File: src/depth_patch_median_range_check_core_macros.svh
// Assertion macros for the depth patch median core.
// Used by the top level; expects i_clk and i_rst_n in scope.
`ifndef DEPTH_PATCH_MEDIAN_RANGE_CHECK_CORE_MACROS_SVH
`define DEPTH_PATCH_MEDIAN_RANGE_CHECK_CORE_MACROS_SVH

// same-cycle implication, disabled in reset
`define DPMRC_ASSERT_IMP(label, cond, prop, msg) \
    label: assert property (@(posedge i_clk) disable iff (!i_rst_n) (cond) |-> (prop)) \
        else $error(msg);

// next-cycle implication, disabled in reset
`define DPMRC_ASSERT_NXT(label, cond, prop, msg) \
    label: assert property (@(posedge i_clk) disable iff (!i_rst_n) (cond) |=> (prop)) \
        else $error(msg);

`endif

File: src/dpmrc_ram.sv
// Generic single-write, single-read synchronous RAM with registered read data.
// No dependencies.
module dpmrc_ram #(
    parameter int WIDTH = 16,
    parameter int DEPTH = 256
) (
    input  logic                     i_clk,
    input  logic                     i_we,
    input  logic [$clog2(DEPTH)-1:0] i_waddr,
    input  logic [WIDTH-1:0]         i_wdata,
    input  logic [$clog2(DEPTH)-1:0] i_raddr,
    output logic [WIDTH-1:0]         o_rdata
);

    logic [WIDTH-1:0] r_mem [DEPTH];
    logic [WIDTH-1:0] r_rdata;

    always_ff @(posedge i_clk) begin
        if (i_we) begin
            r_mem[i_waddr] <= i_wdata;
        end
        r_rdata <= r_mem[i_raddr];
    end

    assign o_rdata = r_rdata;

endmodule

File: config.mk
export PLATFORM = sky130hd
export DESIGN_NAME = dpmrc_ram
export DESIGN_NICKNAME = d
export VERILOG_FILES = /design/src/depth_patch_median_range_check_core_macros.svh /design/src/dpmrc_ram.sv
export SDC_FILE = /design/constraint.sdc
export NUM_CORES = 2
export LEC_CHECK = 0
export ABC_AREA = 1
export BUFFER_PORTS_ARGS = -buffer_cell sky130_fd_sc_hd__buf_4
export CAP_MARGIN = 15
export CORE_MARGIN = 2
export CORE_UTILIZATION = 57
export DETAILED_ROUTE_END_ITERATION = 7
export PLACE_DENSITY_LB_ADDON = 0.05
export SLEW_MARGIN = 0
export SYNTH_ARGS = -nofsm -noshare
export SYNTH_HDL_FRONTEND = slang
export SYNTH_SLANG_ARGS = --single-unit
File: constraint.sdc
create_clock -name i_clk -period 2.45 [get_ports i_clk]
set_clock_uncertainty 0.2 [all_clocks]
set_input_delay 0.3675 -clock i_clk [delete_from_list [all_inputs] [get_ports i_clk]]
set_output_delay 0.3675 -clock i_clk [all_outputs]
set_load 0.01 [all_outputs]
Word-level counts from Yosys, hierarchy flattened
Memory sizes are Yosys's and may differ from the RTL's. A register that Yosys moved wholly into a read port is not among the register bits.
Cells that the tools add are included.

storage, ports and cells
  output and inout bits = 16
  word-level logic and storage cells = 3
  bits in writable memories = 4,096
  memories = 1
  bits in registers = 0
  input bits = 34

memories
  memory  words  bits a word  rd ports  clocked after memory_dff  wr ports  RTL line         source
  r_mem   256    16           1         1                         1         dpmrc_ram.sv:15  logic [WIDTH-1:0] r_mem [DEPTH];

operators by class
  multiplexer cells = 2

operators by type and width
  cell               count
  1-bit two-way mux  2

Longest topological paths before layout
  depth after elaboration = 2
  depth in mapped cells = 15
  depth with buffers taken out = 11

Worst setup path after synthesis
OpenSTA, ideal clock, no wires.

  path type = input-to-reg
  start point = in i_we
  end point = mem r_mem[164][0], enable pin
  required time = 1.862 ns
  cell stages on the path = 4
  path buffers = 2
  setup time = 0.388 ns
  arrival = 1.820 ns
  setup slack = 0.042 ns
  cell sequence = clkbuf_1 nand3_1 clkbuf_1 nor2_1

on the way
  longest elaborated chain between the ends = 2

ends and longest elaborated chain
  item                                     RTL line         source
  start: declaration                       dpmrc_ram.sv:8   input logic i_we,
  1-bit two-way mux                        dpmrc_ram.sv:19  if (i_we) begin
  1-bit two-way mux (not written as such)  dpmrc_ram.sv:20  r_mem[i_waddr] <= i_wdata;
  end: declaration                         dpmrc_ram.sv:15

No other way between the ends.

==> impl_metrics.yaml <==
die:
  initial_core_util_pct: 57.4
  die-area_um2: 295000
  die_w_um: 543
  core-area_um2: 289000
  die_y_um: 543
  ios: 50
  num_rows: 197
final_layout:
  final_util_pct: 67.4
  stdcell_area_um2: 195000
  final_nets: 14400
  drive_gt1_share_pct: 12.9
  synthToLayoutAreaGrowth_pct: 17.5
synthesis:
  yosys-top-cells-area: "edfxtp_1 74%, nand3_1 12%, nand2_1 9.5%"
  yosys_warnings: 0
  yosys_register_bits: 4112
  async_flop_share_pct: 0
  syn_nets: 13700
  synth-edff-count: 4096
  synth_top_cell_by_area: "edfxtp_1"
  ys_types: 15
  synth_top_area_share_pct: 74.2
  synth_area_um2: 166000
  yosysMostFrequentCell: "nand2_1"
  netlist_instances: 13600
  synth-seq-area-share_pct: 74.4
  synth_area_per_cell_um2: 12.2
  synthTopCellsByCount: "4211 x nand2_1, 4096 x edfxtp_1, 4035 x nand3_1, 495 x buf_2, 283 x nor2_1"
  ys.flop_type: "edfxtp_1"
pwr:
  total_power_w: 0.151
  vdd_drop_max_mv: 0.761
  p_per_area_nw_per_um2: 774
  p_leak_nw: 69.5
cts:
  clockBufferDepth: 4
  clk_pin_slew_ps: 60
  worstSkewPairLatency_ps: 970
  cts_made_buffers: 419
  root_buffer: "clkbuf_16"
  cts_num_sinks: 4112
  cts_tree: "yes"
  htree_levels: 5
critical_path:
  worst_ep_required_time_ps: 3080
  worstPathMaxFanout: 22
  end_kind: "register"
  start_kind: "primary input"
  cp.arrival_ps: 3160
  worst-setup-path-type: "in2reg"
place:
  dpl.hpwl_um: 315000
  post_dp_cell_area_um2: 181000
  io_buffers: 49
  place_congestion: 0.912
global_route:
  grt_pass1_vias: 107000
  grt_max_degree: 121
  grt_pass1_wl_um: 731000
  grt_util_all_layers_pct: 33.9
  antenna_found_initial: 21
  grt_overflow: 0
outcome:
  violations: "setup timing"
  outcome: "complete, but fails checks"
timing:
  setup_viol: 1
  max_freq_mhz: 395
  relSlewSlack_pct: 16.8
  tightest_slew_ps: 1250
  final.setup.worst_slack_ps: -83.1
  hold_viol: 0
  period_minus_slack_ps: 2530
  slew_violations: 0
  setup_tns_ps: -83.1
  period_share_pct: 103
hold_path:
  hold_class: "in2reg"
route:
  drc: 0
  vias: 113000
  wl_per_cell_um: 27.2
  routed_wl_um: 506000
  ant_nets: 0
  drt_first_pass_iters: 6
  drtIter0Drc: 16000
  viasPerCell: 6.09
job:
  max_cap_violations: 0
-- state kept, by name, indices dropped and copies added (netlist names) --
register,count
o_rdata,16
r_mem,4096
-- area by class of cell --
type                    count  area [um2]
fillers                 20700       94000
clock buffers             510       11100
inverters                  39         199
clock inverters           249        2130
well taps                3880        4850
diodes                      9        22.5
repair buffers           1287       15800
multi-input cells        8529       37200
flip-flops and latches   4112      123000
-- cell families (layout without fill, tap and decap cells) --
kind of cell	Yosys count	after routing	synth area share, %
buffers and inverters	976	2085	3.21
flip-flops	4112	4112	74.4
other	0	9	0
AND/OR/NAND/NOR	8529	8529	22.4
-- routing by layer --
metal	wire length, um	vias up	share of wire, %	GRT usage, %
met1	201000	55900	40	48.5
met3	52200	918	10	6.19
met4	24000	8	4.7	15.0
met5	46	-	0.0091	0
met2	230000	6251	45	51.4
li1	-	50200	-	-
-- where the power goes --
part / switching (W) / total, W / internal, W
logic: 0.00757 / 0.0108 / 0.00327
registers: 0.000133 / 0.0777 / 0.0775
clock network: 0.0265 / 0.0621 / 0.0356
-- final timing paths --
kind,end,slack [ps],cells after the start,startpoint
max,o_rdata[0]$_DFF_P_,-80,14,i_raddr[1]
min,r_mem[122][15]$_DFFE_PP_,120,2,i_wdata[15]
max reg2reg,o_rdata[6]$_DFF_P_,80,11,r_mem[113][6]$_DFFE_PP_
min reg2reg,o_rdata[6]$_DFF_P_,780,10,r_mem[180][6]$_DFFE_PP_
-- cell usage in the layout, fill, tap and decap left out, types with 3 or more instances in the layout --
master         synthesis  routed
clkinv_8               0       4
dfxtp_1               16      14
nand3_1             4035    4025
clkbuf_1             154      77
buf_6                 53       5
buf_12                 1     471
dlygate4sd3_1          0      20
nor2_2                 0      21
nand2_1             4211    4187
inv_16                 0       3
clkinvlp_4             0      19
buf_8                  1      20
nor2_1               283     262
bufinv_16              0      34
clkinv_1               0     106
inv_1                 35      33
inv_6                  0       6
clkinv_4               0       4
diode_2                0       9
clkinv_2               0      75
nand3_2                0       9
buf_4                163     770
clkbuf_8               0       3
edfxtp_1            4096    4096
nand2_2                0      23
clkbuf_16              0     430
-- metrics by stage --
stage / hold WS [ps] / setup WS [ps] / std cells
final: 124 / -83.1 / 18600
after global routing: 111 / -1.24 / 18600
after CTS: 54.2 / 12.5 / 18600
after detailed placement: 468 / -1190 / 17800
after global placement: 465 / -1220 / 17800
after floorplan: 266 / 42.1 / 13600
-- timing repair --
action	in CTS	in global routing
hold buffers	20	0
setup endpoints to repair	6	10
hold endpoints to repair	3378	0
pin swaps	0	1
cloned	0	0
setup buffers	0	0
resized for setup	10	18
-- worst max-delay path: stages --
cell	delay [ps]
buf_8	180
inv_16	220
buf_4	280
buf_12	250
buf_4	240
nand3_1	100
nand3_1	130
nand3_1	170
nand3_1	220
nand3_2	210
nand3_1	210
nand2_1	90
nand2_1	290
nand2_1	100
(Power assumes the default switching activity.)
